==> src/rtl/key_value_table_unit_assert.svh <==
// assertion macros used by the table datapath
`ifndef KEY_VALUE_TABLE_UNIT_ASSERT_SVH
`define KEY_VALUE_TABLE_UNIT_ASSERT_SVH

// same-cycle implication, checked on every rising clock edge out of reset
`define KVT_ASSERT_NOW(label, ante, cons) \
    label: assert property (@(posedge clk) disable iff (!rst_n) (ante) |-> (cons)) \
        else $error("kvt same-cycle check failed");

// next-cycle implication, checked on every rising clock edge out of reset
`define KVT_ASSERT_NEXT(label, ante, cons) \
    label: assert property (@(posedge clk) disable iff (!rst_n) (ante) |=> (cons)) \
        else $error("kvt next-cycle check failed");

`endif

==> src/rtl/kvt_pkg.sv <==
`timescale 1ns / 1ps
`default_nettype none

package kvt_pkg;

    localparam int CAPACITY_DEF   = 16;
    localparam int KEY_BITS_DEF   = 32;
    localparam int VALUE_BITS_DEF = 32;

    // command codes
    localparam logic [2:0] CMD_PUT      = 3'd0;
    localparam logic [2:0] CMD_GET      = 3'd1;
    localparam logic [2:0] CMD_REMOVE   = 3'd2;
    localparam logic [2:0] CMD_CONTAINS = 3'd3;
    localparam logic [2:0] CMD_CLEAR    = 3'd4;

    // result status codes
    localparam logic [1:0] STAT_OK      = 2'd0;
    localparam logic [1:0] STAT_FULL    = 2'd1;
    localparam logic [1:0] STAT_EMPTY   = 2'd2;
    localparam logic [1:0] STAT_UNKNOWN = 2'd3;

    typedef struct packed {
        logic [2:0]  command;
        logic [31:0] lookup_key;
        logic [31:0] new_value;
    } kvt_cmd_t;

    typedef struct packed {
        logic [1:0]  status;
        logic [31:0] found_value;
        logic        key_present;
        logic [4:0]  entry_count;
    } kvt_rsp_t;

    typedef enum logic [1:0] {
        S_IDLE,
        S_SCAN,
        S_DRAIN,
        S_COMMIT
    } kvt_state_t;

    // controller to datapath
    typedef struct packed {
        logic load;
        logic scan;
        logic commit;
    } kvt_ctrl_t;

    // datapath to controller
    typedef struct packed {
        logic scan_last;
        logic out_free;
    } kvt_stat_t;

endpackage

`default_nettype wire

==> src/rtl/kvt_datapath.sv <==
`timescale 1ns / 1ps
`default_nettype none

`include "key_value_table_unit_assert.svh"

module kvt_datapath
    import kvt_pkg::*;
#(
    parameter int CAPACITY   = CAPACITY_DEF,
    parameter int KEY_BITS   = KEY_BITS_DEF,
    parameter int VALUE_BITS = VALUE_BITS_DEF
)
(
    input  wire logic      clk,
    input  wire logic      rst_n,
    input  wire kvt_ctrl_t ctrl,
    output kvt_stat_t      stat,
    input  wire kvt_cmd_t  cmd_data,
    output logic           rsp_valid,
    input  wire logic      rsp_stall,
    output kvt_rsp_t       rsp_data
);

    localparam int ADDR_W = (CAPACITY > 1) ? $clog2(CAPACITY) : 1;
    localparam int CNT_W  = $clog2(CAPACITY + 1);

    logic [KEY_BITS-1:0]   key_mem [CAPACITY];
    logic [VALUE_BITS-1:0] val_mem [CAPACITY];

    // captured transaction
    logic [2:0]            cmd_reg;
    logic [KEY_BITS-1:0]   key_reg;
    logic [VALUE_BITS-1:0] val_reg;

    // scan pipeline
    logic [ADDR_W-1:0]     addr_reg, addr_next;
    logic                  rd_live_reg;
    logic [ADDR_W-1:0]     rd_idx_reg;
    logic                  vld_rd_reg;
    logic [KEY_BITS-1:0]   key_rd_reg;
    logic [VALUE_BITS-1:0] val_rd_reg;
    logic                  match;

    logic                  hit_reg, hit_next;
    logic [ADDR_W-1:0]     hit_idx_reg, hit_idx_next;
    logic [VALUE_BITS-1:0] hit_val_reg, hit_val_next;
    logic                  free_reg, free_next;
    logic [ADDR_W-1:0]     free_idx_reg, free_idx_next;

    // table state
    logic [CAPACITY-1:0]   valid_reg, valid_next;
    logic [CNT_W-1:0]      count_reg, count_next;

    logic                  rsp_valid_reg, rsp_valid_next;
    kvt_rsp_t              rsp_reg, rsp_next;

    logic                  wr_key_en, wr_val_en;
    logic [ADDR_W-1:0]     wr_addr;

    // first hit and first free slot as the reads come back
    always_comb
    begin
        match         = rd_live_reg && vld_rd_reg && (key_rd_reg == key_reg);
        addr_next     = addr_reg;
        hit_next      = hit_reg || match;
        hit_idx_next  = hit_idx_reg;
        hit_val_next  = hit_val_reg;
        free_next     = free_reg || (rd_live_reg && !vld_rd_reg);
        free_idx_next = free_idx_reg;
        if (match && !hit_reg)
        begin
            hit_idx_next = rd_idx_reg;
            hit_val_next = val_rd_reg;
        end
        if (rd_live_reg && !vld_rd_reg && !free_reg)
        begin
            free_idx_next = rd_idx_reg;
        end
        if (ctrl.scan)
        begin
            addr_next = addr_reg + ADDR_W'(1);
        end
        if (ctrl.load)
        begin
            addr_next = '0;
            hit_next  = 1'b0;
            free_next = 1'b0;
        end
    end

    // table update and result
    always_comb
    begin
        valid_next           = valid_reg;
        count_next           = count_reg;
        wr_key_en            = 1'b0;
        wr_val_en            = 1'b0;
        wr_addr              = hit_reg ? hit_idx_reg : free_idx_reg;
        rsp_next             = rsp_reg;
        rsp_valid_next       = rsp_valid_reg && rsp_stall;
        if (ctrl.commit)
        begin
            rsp_next.status      = STAT_OK;
            rsp_next.found_value = '0;
            rsp_next.key_present = 1'b0;
            case (cmd_reg)
                CMD_PUT:
                begin
                    if (hit_reg)
                    begin
                        wr_val_en            = 1'b1;
                        rsp_next.key_present = 1'b1;
                    end
                    else if (free_reg)
                    begin
                        wr_key_en               = 1'b1;
                        wr_val_en               = 1'b1;
                        valid_next[free_idx_reg] = 1'b1;
                        count_next              = count_reg + CNT_W'(1);
                    end
                    else
                    begin
                        rsp_next.status = STAT_FULL;
                    end
                end
                CMD_GET, CMD_REMOVE:
                begin
                    if (count_reg == '0)
                    begin
                        rsp_next.status = STAT_EMPTY;
                    end
                    else if (!hit_reg)
                    begin
                        rsp_next.status = STAT_UNKNOWN;
                    end
                    else
                    begin
                        rsp_next.found_value = 32'(hit_val_reg);
                        rsp_next.key_present = 1'b1;
                        if (cmd_reg == CMD_REMOVE)
                        begin
                            valid_next[hit_idx_reg] = 1'b0;
                            count_next              = count_reg - CNT_W'(1);
                        end
                    end
                end
                CMD_CONTAINS:
                begin
                    rsp_next.key_present = hit_reg;
                end
                CMD_CLEAR:
                begin
                    valid_next = '0;
                    count_next = '0;
                end
                default:
                begin
                end
            endcase
            rsp_next.entry_count = 5'(count_next);
            rsp_valid_next       = 1'b1;
        end
    end

    always_ff @(posedge clk or negedge rst_n)
    begin
        if (!rst_n)
        begin
            addr_reg      <= '0;
            rd_live_reg   <= 1'b0;
            hit_reg       <= 1'b0;
            free_reg      <= 1'b0;
            valid_reg     <= '0;
            count_reg     <= '0;
            rsp_valid_reg <= 1'b0;
        end
        else
        begin
            addr_reg      <= addr_next;
            rd_live_reg   <= ctrl.scan;
            hit_reg       <= hit_next;
            free_reg      <= free_next;
            valid_reg     <= valid_next;
            count_reg     <= count_next;
            rsp_valid_reg <= rsp_valid_next;
        end
    end

    always_ff @(posedge clk)
    begin
        if (ctrl.load)
        begin
            cmd_reg <= cmd_data.command;
            key_reg <= KEY_BITS'(cmd_data.lookup_key);
            val_reg <= VALUE_BITS'(cmd_data.new_value);
        end
        rd_idx_reg   <= addr_reg;
        vld_rd_reg   <= valid_reg[addr_reg];
        hit_idx_reg  <= hit_idx_next;
        hit_val_reg  <= hit_val_next;
        free_idx_reg <= free_idx_next;
        rsp_reg      <= rsp_next;
    end

    // key and value memories
    always_ff @(posedge clk)
    begin
        if (wr_key_en)
        begin
            key_mem[wr_addr] <= key_reg;
        end
        if (wr_val_en)
        begin
            val_mem[wr_addr] <= val_reg;
        end
        key_rd_reg <= key_mem[addr_reg];
        val_rd_reg <= val_mem[addr_reg];
    end

    assign stat.scan_last = (addr_reg == ADDR_W'(CAPACITY - 1));
    assign stat.out_free  = !rsp_valid_reg || !rsp_stall;
    assign rsp_valid      = rsp_valid_reg;
    assign rsp_data       = rsp_reg;

    `KVT_ASSERT_NOW(a_count_matches_valid, 1'b1, $countones(valid_reg) == int'(count_reg))
    `KVT_ASSERT_NOW(a_commit_when_free, ctrl.commit, !rsp_valid_reg || !rsp_stall)
    `KVT_ASSERT_NEXT(a_commit_gives_result, ctrl.commit, rsp_valid_reg)

endmodule

`default_nettype wire

==> src/rtl/kvt_controller.sv <==
`timescale 1ns / 1ps
`default_nettype none

module kvt_controller
    import kvt_pkg::*;
(
    input  wire logic       clk,
    input  wire logic       rst_n,
    input  wire logic       cmd_valid,
    input  wire logic [2:0] command,
    output logic            cmd_stall,
    input  wire kvt_stat_t  stat,
    output kvt_ctrl_t       ctrl
);

    kvt_state_t state_reg, state_next;

    always_ff @(posedge clk or negedge rst_n)
    begin
        if (!rst_n)
        begin
            state_reg <= S_IDLE;
        end
        else
        begin
            state_reg <= state_next;
        end
    end

    always_comb
    begin
        state_next = state_reg;
        ctrl       = '0;
        cmd_stall  = 1'b1;
        case (state_reg)
            S_IDLE:
            begin
                cmd_stall = 1'b0;
                if (cmd_valid)
                begin
                    ctrl.load  = 1'b1;
                    // clear needs no search
                    state_next = (command == CMD_CLEAR) ? S_COMMIT : S_SCAN;
                end
            end
            S_SCAN:
            begin
                ctrl.scan = 1'b1;
                if (stat.scan_last)
                begin
                    state_next = S_DRAIN;
                end
            end
            S_DRAIN:
            begin
                state_next = S_COMMIT;
            end
            S_COMMIT:
            begin
                if (stat.out_free)
                begin
                    ctrl.commit = 1'b1;
                    state_next  = S_IDLE;
                end
            end
            default:
            begin
                state_next = S_IDLE;
            end
        endcase
    end

endmodule

`default_nettype wire

==> src/rtl/key_value_table_unit.sv <==
// key/value table with unique keys and a linear search over all slots
// command channel: cmd_valid / cmd_stall / cmd_data carry put, get, remove,
//   contains or clear; a transaction completes when valid is high and stall low
// response channel: rsp_valid / rsp_stall / rsp_data return one result per
//   command: status, found value, key-present flag and entry count
// search: a command reads every slot of the key and value memories in turn,
//   one read per slot through the single shared read port, then drains the
//   read pipeline and commits the result to the output register
// a new command is taken only once the current one has committed, so commands
//   do not overlap; clear skips the slot scan and goes straight to commit
// the result sits in an output register, so the next command is taken while
//   a finished result still waits on the response side
// if the receiver stalls, the response holds steady and a later command
//   waits at commit until the output register frees up
// reset clears the slot valid bits, the entry count and the control state;
//   key and value memories are not cleared and are only read behind a valid bit
`timescale 1ns / 1ps
`default_nettype none

module key_value_table_unit
    import kvt_pkg::*;
#(
    parameter int CAPACITY   = CAPACITY_DEF,
    parameter int KEY_BITS   = KEY_BITS_DEF,
    parameter int VALUE_BITS = VALUE_BITS_DEF
)
(
    input  wire logic     clk,
    input  wire logic     rst_n,
    input  wire logic     cmd_valid,
    output logic          cmd_stall,
    input  wire kvt_cmd_t cmd_data,
    output logic          rsp_valid,
    input  wire logic     rsp_stall,
    output kvt_rsp_t      rsp_data
);

    // command and status between sequencer and datapath
    kvt_ctrl_t ctrl;
    kvt_stat_t stat;

    // sequencer: idle, scan all slots, drain, commit
    kvt_controller u_ctrl (
        .clk       (clk),
        .rst_n     (rst_n),
        .cmd_valid (cmd_valid),
        .command   (cmd_data.command),
        .cmd_stall (cmd_stall),
        .stat      (stat),
        .ctrl      (ctrl)
    );

    // slot memories, valid bits, search pipeline and result register
    kvt_datapath #(
        .CAPACITY   (CAPACITY),
        .KEY_BITS   (KEY_BITS),
        .VALUE_BITS (VALUE_BITS)
    ) u_dp (
        .clk       (clk),
        .rst_n     (rst_n),
        .ctrl      (ctrl),
        .stat      (stat),
        .cmd_data  (cmd_data),
        .rsp_valid (rsp_valid),
        .rsp_stall (rsp_stall),
        .rsp_data  (rsp_data)
    );

endmodule

`default_nettype wire

==> config.mk <==
export PLATFORM = sky130hd
export DESIGN_NAME = key_value_table_unit
export DESIGN_NICKNAME = d
export VERILOG_FILES = /design/src/rtl/kvt_pkg.sv /design/src/rtl/kvt_datapath.sv /design/src/rtl/kvt_controller.sv /design/src/rtl/key_value_table_unit.sv
export VERILOG_INCLUDE_DIRS = /design/src /design/src/rtl
export SDC_FILE = /design/constraint.sdc
export NUM_CORES = 1
export LEC_CHECK = 0
export ABC_AREA = 0
export BUFFER_PORTS_ARGS = -buffer_cell sky130_fd_sc_hd__clkbuf_2
export CAP_MARGIN = 30
export CORE_UTILIZATION = 40
export CTS_CLUSTER_DIAMETER = 80
export CTS_CLUSTER_SIZE = 14
export DETAILED_ROUTE_END_ITERATION = 8
export HOLD_SLACK_MARGIN = 0.02
export MAX_ROUTING_LAYER = met4
export PLACE_DENSITY = 0.53
export SLEW_MARGIN = 15
export SYNTH_ARGS = -nofsm -noshare
export SYNTH_HDL_FRONTEND = slang
export SYNTH_HIERARCHICAL = 1
export SYNTH_SLANG_ARGS = --single-unit
==> constraint.sdc <==
create_clock -name clk -period 5.8 [get_ports clk]
set_clock_uncertainty 0.2 [all_clocks]
set_input_delay 1.16 -clock clk [delete_from_list [all_inputs] [get_ports clk]]
set_output_delay 1.16 -clock clk [all_outputs]
set_load 0.005 [all_outputs]
-- Word level (Yosys, flattened, before mapping)
Memories as Yosys holds them, arrays and structs flattened. A register that Yosys moved wholly into a read port is not among the register bits.
Cells that the tools add are included.
- logic and storage cells: 133
- memories kept: 2
- register bits after elaboration: 183
- input bits: 71
- output and inout bits: 42
- memory bits (writable): 1024
- memories (memory ; depth ; width ; rd ports ; clocked after memory_dff ; write ports ; RTL line ; RTL):
    u_dp.key_mem ; 16 ; 32 ; 1 ; 1 ; 1 ; kvt_datapath.sv:27 ; logic [KEY_BITS-1:0] key_mem [CAPACITY];
    u_dp.val_mem ; 16 ; 32 ; 1 ; 1 ; 1 ; kvt_datapath.sv:28 ; logic [VALUE_BITS-1:0] val_mem [CAPACITY];
- order comparisons: 5
- equality and inequality tests: 18
- multiplexer cells: 55
- bitwise gates (word level): 5
- add/subtract/negate cells: 3
- reduce and logical (&&, ||, !) cells: 25
- operators with widths (cell ; count):
    $mux W16 ; 5
    $pmux W16 S3 ; 1
    $eq A32 B32 Y1 ; 1
    $mux W1 ; 27
    $mux W5 ; 5
    $and A16 B16 Y16 ; 1
    $not A16 Y16 ; 1
    $or A16 B16 Y16 ; 1
    $lt A4 B5 Y1 const B ; 3
    $pmux W5 S3 ; 1
    $mux W2 ; 7
    $mux W4 ; 3
    $ne A2 B2 Y1 const B ; 5
    $demux W1 S4 ; 2
    $ge A4 B1 Y1 const B ; 2
    $logic_and A1 B1 Y1 ; 8
    $pmux W2 S4 ; 1
    $reduce_and A7 Y1 ; 1
    $eq A3 B2 Y1 const B ; 2
    $eq A3 B3 Y1 const B ; 2
    $ne A2 B1 Y1 const B ; 3
    $add A5 B1 Y5 const B ; 1
    $logic_not A1 Y1 ; 5
    $logic_not A5 Y1 ; 1
    other kinds (18) ; 22

-- Longest topological paths before layout
- word-level depth: 10
- mapped depth: 8
- depth with buffers taken out: 7

-- Modules after synthesis
The synthesis kept the hierarchy.
- by module, submodules not included (module ; cells each ; sequential area each (µm²) ; instances ; area an instance (µm²)):
    kvt_datapath ; 1968 ; 37270.7 ; 1 ; 46802.4
    kvt_controller ; 22 ; 50.0 ; 1 ; 195.2

-- Worst setup path before layout
Ideal clock, no wire load.
- kind: input-to-reg
- start point: input rsp_stall
- end point: memory u_dp/val_mem[12][0] (netlist bit) (enable)
- arrival time: 5011 ps
- cell stages on the path: 4
- library setup time: 461 ps
- slack: 128 ps
- buffers on the path: 0
- required time: 5139 ps
- cells stage by stage: nand2_1 > and2_1 > o211ai_1 > nor3_1
- RTL lines (item ; RTL line ; RTL):
    start, declared ; key_value_table_unit.sv:34 ; input wire logic rsp_stall,
    end, declared ; kvt_datapath.sv:28 ;

-- Worst setup path in the final report
- start point: register u_dp.hit_reg
- end point: memory u_dp/key_mem[4][25] (netlist bit) (enable)
- cells in the longest elaborated chain, start to end: 5
- elaborated cells on any way between the ends: 6
- classes of those cells: mux (6)
- ends and longest elaborated chain (item ; RTL line ; RTL):
    start, declared ; kvt_datapath.sv:44 ; logic hit_reg, hit_next;
    start signal, assigned ; kvt_datapath.sv:181 ; hit_reg <= hit_next;
    $mux W1 ; kvt_datapath.sv:109 ; if (hit_reg)
    $mux W1 ; kvt_datapath.sv:106 ; case (cmd_reg)
    $mux W1 ; kvt_datapath.sv:101 ; if (ctrl.commit)
    $mux W1 ; kvt_datapath.sv:208 ; if (wr_key_en)
    $mux W1 (implied by the code) ; kvt_datapath.sv:210 ; key_mem[wr_addr] <= key_reg;
    end, declared ; kvt_datapath.sv:27 ;
Parallel ways exist; a longest one is shown, timed or not.

==> metrics.yaml <==
run_status:
  status: "finished clean"
cts:
  clk_path_buf_depth: 3
  root_buffer: "clkbuf_16"
  clock_latency_ns: 0.69
  cts-buffers-inserted: 102
  cts_max_level: 3
  cts_tree: "done"
  cts_resized: 0
  postCtsHoldBufs: 0
  clkTransAtPathRegs_ns: 0.07
  cts_sinks: 1271
  postCtsSetupBuffers: 0
global_route:
  antenna_found_initial: 3
  grt_pass1_wl_microns: 152000
  grt_usage_pct: 18.2
  overflow: 0
  grt_pass1_vias: 21600
  grt_max_degree: 79
route:
  routed_wl_microns: 103000
  ant_nets: 0
  avgViaCountPerCell: 5.39
  drc_errors: 0
  vias: 20500
  wl_per_cell_microns: 27.1
  drtPass1Iterations: 7
  first_iter_violations: 1798
placement:
  dp.cells: 3598
  place_congestion: 0.827
  port_buffers: 112
  hpwl_microns: 60500
floorplan:
  initial_core_util_pct: 40.4
  design.die.area_sq_mm: 0.119
  fp.dieH_microns: 345
  core_sq_mm: 0.116
  die_w_microns: 345
  pin_count: 113
  rows: 125
synth:
  yosys_warnings: 6
  netlist.area_leader.share_pct: 74.8
  synth-seq-cells: 1271
  synth_nets: 2069
  synth_cells: 1990
  yosysSeqAreaShare_pct: 79.4
  netlist_top_cells_area: "edfxtp_1 75%, mux4_2 16%, dfxtp_1 2.9%"
  ys.flop_type: "edfxtp_1"
  synthDistinctLibCells: 49
  ys_async_sr_fraction_pct: 2.44
  netlist_area_sq_mm: 0.0470
  synth_edf_count: 1171
  syn_avg_cell_area_sq_um: 23.6
  yosys.area.top_type: "edfxtp_1"
cells_and_area:
  final_common_cell: "edfxtp_1"
  fin_nets: 2261
  nFillCells: 9657
  areaGrowthSynthToFinish_pct: 13.1
  fin_cells: 3795
  most-common-layout-cells: "1171 x edfxtp_1, 325 x mux4_2, 112 x clkbuf_2"
  drive_gt1_share_pct: 29.4
  post-route-util_pct: 45.7
timing:
  rsz0062_at_grt: "no"
  whs_ns: 0.0833
  timing.fmax_mhz: 271
  finalMaxSlewViolations: 0
  finalSetupViolations: 0
  period_share_pct: 63.6
  final.setup.tns_ns: 0
  period_needed_ns: 3.69
  slew_headroom_pct: 32.5
  tightest_slew_ns: 1.01
  hold_viol: 0
worst_setup_path:
  cp.arrival_ns: 3.84
  start_kind: "flip-flop"
  cp_num_buf_inv: 1
  crit_fanout: 22
  max_stage_delay_ns: 0.74
  cp-end-kind: "flip-flop"
  required_ns: 5.95
  cp_cell_sequence: "nor2b_1 > and3_1 > nand2b_1 > nor2_4 > buf_4"
  cp_top_family: "simple AND/OR/NAND/NOR gates"
  slowest_stage: "nor2_4"
  worstSetupPathType: "reg -> reg"
pwr:
  powerDensity_mw_per_mm2: 420
  vdd_drop_max_v: 0.000290
  power.total_w: 0.0223
  power.static_leakage_nw: 16.5
worst_hold_path:
  min-delay-path-class: "in -> async"
job:
  cap_violations: 0
## where the power goes
part | switching, W | internal [W]
Combinational | 0.00202 | 0.00222
Clock | 0.00314 | 0.00340
Sequential | 0.000704 | 0.0109
## final timing paths
path,from,to,slack (ns),cells after the start
setup / recovery,u_dp/hit_reg$_DFF_PN0_,u_dp/key_mem[4][25]$_DFFE_PP_,2.11,5
hold / removal,rst_n,u_dp/rsp_valid$_DFF_PN0_,0.08,1
setup reg to reg,u_dp/hit_reg$_DFF_PN0_,u_dp/key_mem[4][25]$_DFFE_PP_,2.11,5
hold reg to reg,u_dp/val_rd_reg[3]$_DFF_P_,u_dp/hit_val_reg[3]$_DFFE_PP_,0.20,0
max in group asynchronous,rst_n,u_dp/addr_reg[1]$_DFFE_PN0P_,4.91,2
min in group clk,u_dp/val_rd_reg[3]$_DFF_P_,u_dp/hit_val_reg[3]$_DFFE_PP_,0.20,0
## cell usage after synthesis (14+ instances only)
master / n
edfxtp_1: 1171
nor2_1: 50
and2_1: 34
buf_2: 22
dfrtp_1: 31
clkbuf_1: 34
dfxtp_1: 69
buf_1: 14
buf_6: 20
o21ai_0: 31
mux4_2: 325
a21oi_1: 24
xnor2_1: 30
## per-stage QoR
step                setup slack [ns]  instance area, sq um
detailed placement              1.67                 50000
global route                    1.92                 53100
global placement                1.70                 49700
finish                          2.11                 53100
CTS                             2.11                 53100
floorplan                      0.128                 47000
## routing by layer
metal  up-vias  global-route usage (%)  wire length (microns)
met3       123                    2.42                   4060
met1     11100                    24.6                  44400
met2       490                    29.7                  52500
met5         -                       -                      0
li1       8743                       -                      -
met4         0                    4.06                   1850
## cell families (layout without fill, tap and decap cells)
group	after synthesis	in the layout	synth area share, %
compound gates	83	83	1.02
flops	1271	1271	79.4
xor+xnor	36	36	0.671
buf+inv	103	382	1.21
simple gates	160	160	1.82
fa+ha+maj	8	8	0.213
other cells	0	2	0
mux	329	329	15.7
## cell type report
cell class / count / area (sq um) / area share (%)
sequential: 1271 / 37300 / 70.3
multi-input combinational: 616 / 9370 / 17.6
clock buffer: 181 / 2900 / 5.45
tap: 1524 / 1910 / 3.59
timing repair buffer: 179 / 1460 / 2.75
clock inverter: 10 / 121 / 0.228
inverter: 12 / 45.0 / 0.0848
antenna: 2 / 5.00 / 0.00942
Power figures use the tool's default switching activity.
